File: src/rotation_matrix_to_quaternion_defines.svh
// Assertion macros for the rotation matrix to quaternion block
`ifndef ROTATION_MATRIX_TO_QUATERNION_DEFINES_SVH
`define ROTATION_MATRIX_TO_QUATERNION_DEFINES_SVH
// same-cycle implication
`define RMQ_ASSERT_NOW(lbl, clk, rst, ante, cons, msg) \
   lbl: assert property (@(posedge clk) disable iff (rst) (ante) |-> (cons)) else $error(msg);
// next-cycle implication
`define RMQ_ASSERT_NEXT(lbl, clk, rst, ante, cons, msg) \
   lbl: assert property (@(posedge clk) disable iff (rst) (ante) |=> (cons)) else $error(msg);
`endif

File: src/rmq_pkg.sv
// Shared types for the rotation matrix to quaternion pipeline
`default_nettype none
package rmq_pkg;
   typedef enum logic [1:0] {BR_W, BR_X, BR_Y, BR_Z} branch_type;
   typedef struct packed {
      branch_type         branch;
      logic signed [16:0] n0;
      logic signed [16:0] n1;
      logic signed [16:0] n2;
   } side_type;
endpackage
`default_nettype wire

File: src/rmq_sqrt.sv
// Pipelined integer square root, one root bit per stage
`default_nettype none
module rmq_sqrt #(
   parameter int RW = 24
) (
   input  wire                 clock,
   input  wire                 reset,
   input  wire                 en,
   input  wire                 in_valid,
   input  wire [2*RW-1:0]      in_v,
   input  rmq_pkg::side_type   in_side,
   output logic                out_valid,
   output logic [RW-1:0]       out_root,
   output rmq_pkg::side_type   out_side
);
   logic              valid_a [0:RW];
   logic [2*RW-1:0]   v_a     [0:RW];
   logic [RW+1:0]     rem_a   [0:RW];
   logic [RW-1:0]     root_a  [0:RW];
   rmq_pkg::side_type side_a  [0:RW];

   assign valid_a[0] = in_valid;
   assign v_a[0] = in_v;
   assign rem_a[0] = '0;
   assign root_a[0] = '0;
   assign side_a[0] = in_side;

   for (genvar s = 0; s < RW; s++) begin : g_stage
      localparam int I = RW - 1 - s;
      logic [RW+1:0] rem_sh;
      logic [RW+1:0] trial;
      logic          fit;
      logic          valid_ff;
      logic [2*RW-1:0] v_ff;
      logic [RW+1:0] rem_ff;
      logic [RW-1:0] root_ff;
      rmq_pkg::side_type side_ff;

      assign rem_sh = {rem_a[s][RW-1:0], v_a[s][2*I+1 -: 2]};
      assign trial = {root_a[s], 2'b01};
      assign fit = rem_sh >= trial;

      always_ff @(posedge clock) begin
         if (reset) begin
            valid_ff <= 1'b0;
         end else if (en) begin
            valid_ff <= valid_a[s];
         end
         if (en) begin
            v_ff <= v_a[s];
            rem_ff <= fit ? rem_sh - trial : rem_sh;
            root_ff <= {root_a[s][RW-2:0], fit};
            side_ff <= side_a[s];
         end
      end

      assign valid_a[s+1] = valid_ff;
      assign v_a[s+1] = v_ff;
      assign rem_a[s+1] = rem_ff;
      assign root_a[s+1] = root_ff;
      assign side_a[s+1] = side_ff;
   end

   assign out_valid = valid_a[RW];
   assign out_root = root_a[RW];
   assign out_side = side_a[RW];
endmodule
`default_nettype wire

File: config.mk
export PLATFORM = sky130hd
export DESIGN_NAME = rmq_sqrt
export DESIGN_NICKNAME = d
export VERILOG_FILES = /design/src/rotation_matrix_to_quaternion_defines.svh /design/src/rmq_pkg.sv /design/src/rmq_sqrt.sv
export SDC_FILE = /design/constraint.sdc
export NUM_CORES = 2
export LEC_CHECK = 0
export ABC_AREA = 1
export BUFFER_PORTS_ARGS = -buffer_cell sky130_fd_sc_hd__clkbuf_2
export CORE_ASPECT_RATIO = 0.5
export CORE_MARGIN = 5
export CORE_UTILIZATION = 37
export CTS_CLUSTER_SIZE = 20
export DETAILED_ROUTE_END_ITERATION = 7
export PLACE_DENSITY_LB_ADDON = 0.3
export REMOVE_ABC_BUFFERS = 1
export SETUP_SLACK_MARGIN = 0.15
export SYNTH_ARGS = -nofsm -noshare
export SYNTH_HDL_FRONTEND = slang
export SYNTH_SLANG_ARGS = --single-unit
File: constraint.sdc
create_clock -name clock -period 2.3 [get_ports clock]
set_input_delay 0.345 -clock clock [delete_from_list [all_inputs] [get_ports clock]]
set_output_delay 0.345 -clock clock [all_outputs]
set_load 0.005 [all_outputs]
==> summary.md <==
| Metric | Value |
|---|---|
| Psw | `33.2 mW` |
| WS Path Type | `reg -> reg` |
| CTS sink count | `2670` |
| Number of antenna diodes | `0` |
| Power Density | `872 nW/um2` |
| Placed cell areas | `125000 um2` |
| Worst-path clk slew | `0.07 ns` |
| Met3 usage | `2.07%` |
| Ranking of synthesized cells by area | `edfxtp_1, nand2_1, inv_1, ha_1, nor2_1` |
| M2 GR Usage | `27.7%` |
| Status | `finished, final reports clean` |
| Detailed Place HPWL | `183 mm` |
| Worst relative slew slack | `57.6%` |
| Area occupied by multi-input gates | `32500 um2` |
| Most used routing layer | `met2` |
| Critical path required time | `2.92 ns` |
| Initial Util | `37.3%` |
| CTS H-tree lvls | `4` |
| F_max | `449 MHz` |
| Via density | `4.56` |
| Yosys top cell by area | `edfxtp_1` |
| Final worst slack | `0.0720 ns` |
| Final GP Congestion | `0.907` |
| Combinational power share | `17.7%` |
| Final setup vio count | `0` |
| RSZ-0062 raised after global routing | `true` |
| Internal Power | `91.2 mW` |
| Clk_skew | `0.103 ns` |
| Routed wire length per instance | `16.2 um` |
| FP Rows | `143` |
| Worst min path class | `in -> reg` |
| Total chip power | `124 mW` |
| Flops & latches, synth | `2670` |
| Pin count of the biggest net entering global routing | `96` |
| LEAKAGE | `59.0 nW` |
| Pre-CTS WS | `-0.130 ns` |
| Routed Wire Length | `254 mm` |
| Finished Core Util | `46.8%` |
| Syn Inst Count | `9854` |
| Io pins | `183` |
| DRC errors left | `0` |
| Seq pwr share | `48.8%` |
| Die area | `319000 um2` |
| Crit path buf inv count | `4` |
| Final Hold Fails | `0` |
| Max Slew Vio Count | `0` |
| FF/Latch Area | `79900 um2` |
| Area Overhead vs Synth | `25.4%` |
| Worst-Skew Late Latency | `0.93 ns` |
| Setup_tns | `0 ns` |
| Crit. End Element | `flop` |
| Synth top area share | `69.9%` |
| Fillers | `27625` |
| Worst-margin pin slew | `0.636 ns` |
| Initial detailed-routing violation count | `4071` |
| Worst vdd ir | `0.663 mV` |
| Fin crit share | `96.9%` |
| CTS Root Cell | `clkbuf_16` |
| Post-synthesis sequential area ratio | `70.3%` |
| Post-synth top cells | `nand2_1, edfxtp_1, inv_1, nor2_1, nand3_1` |
| Switching share of power | `26.7%` |
| CP Max Fanout | `7` |
| Die Span Y | `402 um` |
| First-pass GRT wire length | `387 mm` |
| Crit-path max cell delay | `0.46 ns` |
| M1 GR Usage | `18.4%` |
| Total global-route track usage | `15.2%` |
| WP data arrival | `2.84 ns` |
| Predominant post-synthesis flop cell | `edfxtp_1` |
| Design area | `143000 um2` |
| DRT Pass-1 Iters | `8` |
| IO Port Bufs | `182` |
| Layout cells sized above 1 | `22.6%` |
| Clk pwr share | `33.5%` |
| Slowest CP cell | `edfxtp_1` |
| Die X | `794 um` |
| Synth cell types | `53` |
| TritonCTS clock tree | `done` |
| Core area | `305000 um2` |
| Initial antenna violation count | `0` |
| Yosys warning total | `0` |
| Nets | `11783` |
| CTS Buf Count | `242` |
| Type of origin of the critical path | `flop` |
| Overflow after GRT | `0` |
| Final worst path period need | `2.23 ns` |
| Avg Inst Size Synth | `11.5 um2` |
| Cell Area, Synth | `114000 um2` |
| Family with the most delay on the worst path | `simple AND/OR/NAND/NOR gates` |
| Critical Path, Cell by Cell | `ha_4 > nand2_4 > inv_2 > nand2_2 > nand2_2 > nand3b_1 > nand2_2 > inv_2 > nor2_4 > buf_6 > buf_12 > o21ai_1` |
| Async S/R FF share, synth | `0%` |
| Vias in the first global route | `70491` |
| Count leader, synth | `nand2_1` |
| ANT nets after route | `0` |
| Worst-case clock buffer depth | `4` |
| Max_cap viols | `0` |
| Via count | `71201` |
| Most frequent CP cell | `nand2_2` |
| Number of synthesized flops with an enable pin | `2646` |
==> through the flow <==
step	hold WS, ns	std cells
2_1_floorplan	0.400	9771
3_3_place_gp	0.400	14741
3_5_place_dp	0.405	14741
4_1_cts	0.0340	15459
5_1_grt	0.0563	15613
6_report	0.119	15613
==> power groups by stage <==
stage          sequential (mW)  clock [mW]  combinational [mW]
2_1_floorplan             60.5           0                10.9
4_1_cts                   60.6        43.2                20.3
3_3_place_gp              61.5           0                18.2
3_5_place_dp              61.6           0                18.3
6_report                  60.7        41.6                22.1
5_1_grt                   61.1        45.2                24.6
==> logic make-up (layout without fill, tap and decap cells) <==
logic type      count (synthesis)  after routing  share of synthesized area, %
buf+inv                      1575           3273                          5.46
fa+ha+maj                     325            325                          3.58
xor+xnor                      213            213                          1.64
compound gates                532            532                          2.44
simple gates                 4538           4539                          16.6
other cells                     1              1                       0.00330
flops                        2670           2670                          70.3
==> final timing paths <==
kind	start	endpoint	slack, ns	cells after the start
hold reg to reg	g_stage[11].side_ff[34]	g_stage[12].side_ff[34]	0.33	0
setup reg to reg	g_stage[19].rem_ff[6]	g_stage[20].rem_ff[1]	0.07	12
hold / removal	in_v[12]	g_stage[0].v_ff[12]	0.12	2
setup / recovery	g_stage[19].rem_ff[6]	g_stage[20].rem_ff[1]	0.07	12
==> state kept, by name, summed over array words and instances, names as in the netlist <==
| register | count |
|---|---|
| g_stage.rem_ff | 522 |
| out_root | 24 |
| g_stage.v_ff | 552 |
| g_stage.valid_ff | 23 |
| out_valid | 1 |
| out_side | 53 |
| g_stage.root_ff | 276 |
| g_stage.side_ff | 1219 |
==> routing by layer <==
| layer | routed length (um) | share of wire [%] |
|---|---|---|
| met2 | 130000 | 51 |
| met4 | 10300 | 4.1 |
| met5 | 0 | 0 |
| met1 | 106000 | 42 |
| met3 | 7860 | 3.1 |
==> final cells by class <==
cell class	instances	share of cell area, %
Inverter	1492	3.96
Timing Repair Buffer	1337	7.94
Tap cell	4060	3.56
Clock inverter	156	1.29
Sequential cell	2670	56.0
Multi-Input combinational cell	5610	22.8
Clock buffer	288	4.42
==> layout by cell type (no fill, tap or decap), types with 184 or more instances in the layout <==
cell,instances
ha_4,184
a21oi_1,252
nand2_1,2633
nand3_1,387
edfxtp_1,2646
buf_4,899
nand2_2,257
clkbuf_16,250
nor2_1,600
inv_1,1362
==> what timing repair did <==
item / 4_1_cts / 5_1_grt
endpoints found under the setup margin: 456 / 503
endpoints found under the hold margin: 174 / 0
buffers inserted: 155 / 145
pin swaps: 109 / 222
resized for setup: 468 / 721
cloned: 13 / 9
hold buffers: 106 / 0
No activity file was read; power rests on OpenSTA's default activity.
