## src/rotation_matrix_to_quaternion_defines.svh

```systemverilog
// Assertion macros for the rotation matrix to quaternion block
`ifndef ROTATION_MATRIX_TO_QUATERNION_DEFINES_SVH
`define ROTATION_MATRIX_TO_QUATERNION_DEFINES_SVH
// same-cycle implication
`define RMQ_ASSERT_NOW(lbl, clk, rst, ante, cons, msg) \
   lbl: assert property (@(posedge clk) disable iff (rst) (ante) |-> (cons)) else $error(msg);
// next-cycle implication
`define RMQ_ASSERT_NEXT(lbl, clk, rst, ante, cons, msg) \
   lbl: assert property (@(posedge clk) disable iff (rst) (ante) |=> (cons)) else $error(msg);
`endif

```

## src/rmq_pkg.sv

```systemverilog
// Shared types for the rotation matrix to quaternion pipeline
`default_nettype none
package rmq_pkg;
   typedef enum logic [1:0] {BR_W, BR_X, BR_Y, BR_Z} branch_type;
   typedef struct packed {
      branch_type         branch;
      logic signed [16:0] n0;
      logic signed [16:0] n1;
      logic signed [16:0] n2;
   } side_type;
endpackage
`default_nettype wire

```

## src/rmq_front.sv

```systemverilog
// Trace and branch selection, radicand and numerator set-up
`default_nettype none
module rmq_front #(
   parameter int FRAC_BITS = 14,
   parameter int RW = 24
) (
   input  wire                 clock,
   input  wire                 reset,
   input  wire                 en,
   input  wire                 in_valid,
   input  wire [143:0]         in_data,
   output logic                out_valid,
   output logic [2*RW-1:0]     out_v,
   output rmq_pkg::side_type   out_side
);
   localparam int UW = FRAC_BITS + 19;
   localparam int VW = 2 * RW;
   localparam logic signed [UW-1:0] ONE = UW'(1) << FRAC_BITS;

   logic signed [15:0] m00, m01, m02, m10, m11, m12, m20, m21, m22;
   logic signed [17:0] t;
   logic signed [UW-1:0] u;
   logic [VW-1:0] v_in;
   rmq_pkg::side_type side_in;
   logic valid_ff;
   logic [VW-1:0] v_ff;
   rmq_pkg::side_type side_ff;

   assign m00 = in_data[15:0];
   assign m01 = in_data[31:16];
   assign m02 = in_data[47:32];
   assign m10 = in_data[63:48];
   assign m11 = in_data[79:64];
   assign m12 = in_data[95:80];
   assign m20 = in_data[111:96];
   assign m21 = in_data[127:112];
   assign m22 = in_data[143:128];
   assign t = 18'(m00) + 18'(m11) + 18'(m22);

   always_comb begin
      if (t > 18'sd0) begin
         u = UW'(t) + ONE;
         side_in.branch = rmq_pkg::BR_W;
         side_in.n0 = 17'(m21) - 17'(m12);
         side_in.n1 = 17'(m02) - 17'(m20);
         side_in.n2 = 17'(m10) - 17'(m01);
      end else if (m00 > m11 && m00 > m22) begin
         u = ONE + UW'(m00) - UW'(m11) - UW'(m22);
         side_in.branch = rmq_pkg::BR_X;
         side_in.n0 = 17'(m21) - 17'(m12);
         side_in.n1 = 17'(m01) + 17'(m10);
         side_in.n2 = 17'(m02) + 17'(m20);
      end else if (m11 > m22) begin
         u = ONE + UW'(m11) - UW'(m00) - UW'(m22);
         side_in.branch = rmq_pkg::BR_Y;
         side_in.n0 = 17'(m02) - 17'(m20);
         side_in.n1 = 17'(m01) + 17'(m10);
         side_in.n2 = 17'(m12) + 17'(m21);
      end else begin
         u = ONE + UW'(m22) - UW'(m00) - UW'(m11);
         side_in.branch = rmq_pkg::BR_Z;
         side_in.n0 = 17'(m10) - 17'(m01);
         side_in.n1 = 17'(m02) + 17'(m20);
         side_in.n2 = 17'(m12) + 17'(m21);
      end
      if (u > UW'(0))
         v_in = VW'($unsigned(u)) << FRAC_BITS;
      else
         v_in = '0;
   end

   always_ff @(posedge clock) begin
      if (reset) begin
         valid_ff <= 1'b0;
      end else if (en) begin
         valid_ff <= in_valid;
      end
      if (en) begin
         v_ff <= v_in;
         side_ff <= side_in;
      end
   end

   assign out_valid = valid_ff;
   assign out_v = v_ff;
   assign out_side = side_ff;
endmodule
`default_nettype wire

```

## config.mk

```make
export PLATFORM = sky130hd
export DESIGN_NAME = rmq_front
export DESIGN_NICKNAME = d
export VERILOG_FILES = /design/src/rotation_matrix_to_quaternion_defines.svh /design/src/rmq_pkg.sv /design/src/rmq_front.sv
export SDC_FILE = /design/constraint.sdc
export NUM_CORES = 1
export LEC_CHECK = 0
export ABC_AREA = 1
export BUFFER_PORTS_ARGS = -buffer_cell sky130_fd_sc_hd__clkbuf_2
export CORE_UTILIZATION = 35
export CTS_BUF_LIST = sky130_fd_sc_hd__clkbuf_8
export DETAILED_ROUTE_END_ITERATION = 6
export SYNTH_ARGS = -nofsm -noshare
export SYNTH_HDL_FRONTEND = slang
export SYNTH_SLANG_ARGS = --single-unit
```

## constraint.sdc

```tcl
create_clock -name clock -period 9 [get_ports clock]
set_input_delay 0.9 -clock clock [delete_from_list [all_inputs] [get_ports clock]]
set_output_delay 0.9 -clock clock [all_outputs]
set_load 0.02 [all_outputs]
```

==> flow_results.org <==
** Status
- The run finished with clean final reports.

** Logic synthesis
- Of the total synthesized cell area, the portion taken by AND, OR, NAND and NOR gates is 21.33%.
- The synthesized design contains 73 register bits.
- In this run the biggest area consumer among cell types represents 23.38% of the synthesized area.
- In this run, synthesis inferred 72 flip-flops with an integrated enable.
- The synthesized netlist devotes 33.30% of its cell area to adder and majority cells.
- Leading post-synthesis cells by instance count :: sky130_fd_sc_hd__nand2_1, sky130_fd_sc_hd__inv_1, sky130_fd_sc_hd__ha_1
- Xor and xnor area share after synthesis :: 6.345%
- Post-synthesis cell count :: 2154
- Averaged over all synthesized cells, the footprint is 7.305 sq um.
- Summing the areas of all compound-gate instances in the mapped netlist gives 13.53% of the synthesized area.
- Largest family of logic cells by synthesized area :: adder cells
- sky130_fd_sc_hd__ha_1 takes more of the synthesized area than any other cell.
- For this run, the leading register cell type out of synthesis is sky130_fd_sc_hd__edfxtp_1.
- The cell area that synthesis handed to floorplanning was 15740 sq um.
- Most area-consuming cells after synthesis :: sky130_fd_sc_hd__ha_1, sky130_fd_sc_hd__edfxtp_1, sky130_fd_sc_hd__nand2_1, sky130_fd_sc_hd__fa_1, sky130_fd_sc_hd__inv_1
- Synthesis warning total :: 0
- In the post-synthesis netlist, the cell with the most instances is sky130_fd_sc_hd__nand2_1.
- Summing the sequential cell areas from Yosys gives 13.87% of the chip area.
- After synthesis, the share of cell area in mux cells is 0.4453%.
- Fraction of registers with async set or reset after synthesis :: 0%
- Library cells used by synthesis :: 52

** Global route
- Global routing consumed, over all layers together, 22.07% of the routing resources.
- Global-route wire length before repair :: 79240 microns
- Number of global-route vias before repair :: 14270
- Total overflow reported by the global router :: 0
- Entering global routing, the biggest net connects 74 pins.
- Antenna violations before repair :: 1

** Critical path
- Counting cells, the worst reg-to-reg path comes to 2.
- The worst setup path is captured at a flip-flop.
- Critical Path AT :: 6.42 ns
- The most numerous cell type found on the critical path is sky130_fd_sc_hd__nand2_1.
- STA puts the critical path data required time at 9.08 ns.
- The critical path is of the in2reg type.
- The largest single stage delay on the critical path is 0.71 ns.
- Worst setup SP type :: primary input
- Cell at the slowest stage of the critical path :: sky130_fd_sc_hd__nand2_1
- Along the worst path, the maximum fanout reaches 62.

** Clock network
- Once the clock tree was built, the setup fixing pass inserted 0 buffers.
- CTS placed an instance of sky130_fd_sc_hd__clkbuf_8 at the clock tree root.
- Buffers inserted to repair hold after CTS numbered 0.
- Level count of the clock H-tree :: 3
- Maximum count of clock buffers along a single path :: 2
- CTS tree :: yes
- Gates resized, CTS repair :: 0
- Clock latency on the worst-skew pair :: 0.38 ns
- Sink Count :: 73
- Clock-pin slew of the registers on the worst-case setup and hold paths :: 0.10 ns
- Clock tree synthesis inserted a total of 9 buffers.

** Floorplan
- Die H :: 214.0 microns
- The floorplan step set the die width to 214.0 microns.
- Starting density of the core :: 35.51%
- Die area :: 45810 sq um
- 250 I/O pins were placed.
- In this run the core area contains 77 standard-cell rows.
- The region available for standard cell placement spans 44320 sq um.

** Pwr
- VDD sags by at most 76.87 uV.
- Leakage power total :: 9.376 nW
- P per Cell Area :: 164.8 nW/um^2
- Post-route total power :: 2.881 mW

** Drt
- Detailed router's first-iteration violation count :: 1059
- Dividing the detail-routed via count by the number of cells gives 4.966.
- Wire length per cell :: 17.36 microns
- In the routed design, unresolved DRC markers number 0.
- The first TritonRoute pass finished after 6 iterations.
- The count of nets left with antenna violations once routing finished came out at 0.
- For this block, the routed nets add up to 50930 microns of wire.
- Vias after detailed routing :: 14570

** STA
- At the pin with the least slew margin, the transition time is 0.9749 ns.
- The final-report max-slew violation count is 0.
- For this run, the top clock speed supported by timing is 0.1578 GHz.
- RSZ-0062 raised after global routing :: false
- Time the worst path needs with I/O delays and setup :: 6.337 ns
- Setup violations, final :: 0
- The final hold violation count was 0.
- Of the available clock period, the critical path in the final layout requires 70.41%.
- Setup tns final :: 0 ns
- Fin Clk Skew :: 0 ns
- In this run the tightest slew margin relative to its limit is 35.00%.

** Placement
- Instance area after placement :: 17260 sq um
- Port buffering added 234 buffers.
- DP HPWL :: 44000 microns
- Placed Cells incl. Taps :: 2918
- Routability-driven placement finished with a final weighted congestion of 0.9988.

** Worst hold path
- Type of the most critical hold path :: reg2reg
- Counting instances, the worst hold path has a depth of 2.

** Finish
- The final layout contains 2857 nets.
- From synthesis to final layout, the design area changed by 11.11%.
- Final non-filler cell total :: 2934
- Cells fill 39.45% of the core in the end.
- Antenna fix cells :: 0
- Share of cells above drive strength 1 :: 12.47%
- The filler cells instantiated in the layout total 4801.
- With fillers left out, the area of the finished cells amounts to 17480 sq um.

** Flow run
- Across the run, the number of max-cap violations was 0.
==> critical path: cells and delay by family <==
family / cells / cell delay, ns
adder cells (fa/ha/maj): 4 / 1.34
AND/OR/NAND/NOR: 19 / 2.96
AO/OA/AOI/OAI: 3 / 0.37
buffers and inverters: 3 / 0.80
==> final cells by class <==
type | count | area, sq um | area share, %
well taps | 592 | 740.7 | 4.237
flip-flops and latches | 73 | 2182 | 12.48
inverters | 344 | 1291 | 7.386
clock buffers | 9 | 123.9 | 0.7085
repair buffers | 237 | 1196 | 6.842
multi-input cells | 1672 | 11850 | 67.80
clock inverters | 7 | 96.34 | 0.5511
==> flip-flops by register name, summed over array words and instances (netlist names) <==
register,count
out_valid,1
out_v,19
out_side,53
==> placed cells by master, fill, tap and decap left out, drive strengths merged, types with 2 or more instances in the layout <==
| cell | count |
|---|---|
| fa | 78 |
| o21a | 7 |
| nand3b | 12 |
| or2 | 8 |
| nor4 | 9 |
| a31oi | 7 |
| o31ai | 15 |
| o22ai | 10 |
| clkinv | 2 |
| nand3 | 123 |
| o21ai | 110 |
| nand4 | 14 |
| conb | 16 |
| mux2i | 7 |
| bufinv | 2 |
| edfxtp | 72 |
| o211ai | 11 |
| nand2 | 433 |
| clkinvlp | 2 |
| a21o | 5 |
| o21bai | 12 |
| inv | 345 |
| o221ai | 2 |
| a21boi | 15 |
| nor3 | 18 |
| clkbuf | 242 |
| o311ai | 2 |
| nor2 | 165 |
| a21oi | 174 |
| ha | 294 |
| xnor2 | 17 |
| a221oi | 5 |
| xor2 | 97 |
| buf | 4 |
==> through the flow <==
stage / hold slack [ns] / worst slack [ns]
floorplan: 0.5788 / 4.209
global placement: 0.5053 / 2.354
detailed placement: 0.5141 / 2.302
CTS: 0.5367 / 2.685
global route: 0.5659 / 1.955
finish: 0.5313 / 2.663
==> report_power, final <==
group	leakage (nW)	switching (mW)	internal [mW]
clock network	0.107	0.140	0.156
logic	8.56	1.34	0.671
registers	0.711	0.0575	0.518
total	9.38	1.54	1.35
==> cell families (layout without fill, tap and decap cells) <==
| logic type | Yosys count | count (layout) |
|---|---|---|
| other | 1 | 16 |
| multiplexers | 7 | 7 |
| buffers and inverters | 424 | 597 |
| AND/OR/NAND/NOR | 784 | 784 |
| AO/OA/AOI/OAI | 379 | 379 |
| XOR/XNOR | 114 | 114 |
| flip-flops | 73 | 73 |
| adder cells (fa/ha/maj) | 372 | 372 |
==> routing by layer <==
layer  GRT usage (%)  wire, microns  up-vias
li1                -              -     7261
met1           31.00          24270     6755
met2           35.60          22480      495
met3           2.184           2604       57
met4           6.667           1564        2
met5               0              8        -
==> path summary, 6_finish.rpt <==
path / end / slack (ns) / start
setup / recovery: out_side[46] / 2.66 / in_data[1]
hold / removal: out_valid / 0.53 / out_valid
setup reg to reg: out_valid / 8.40 / out_valid
hold reg to reg: out_valid / 0.53 / out_valid
Note: power is estimated with default switching activity, not from simulation.
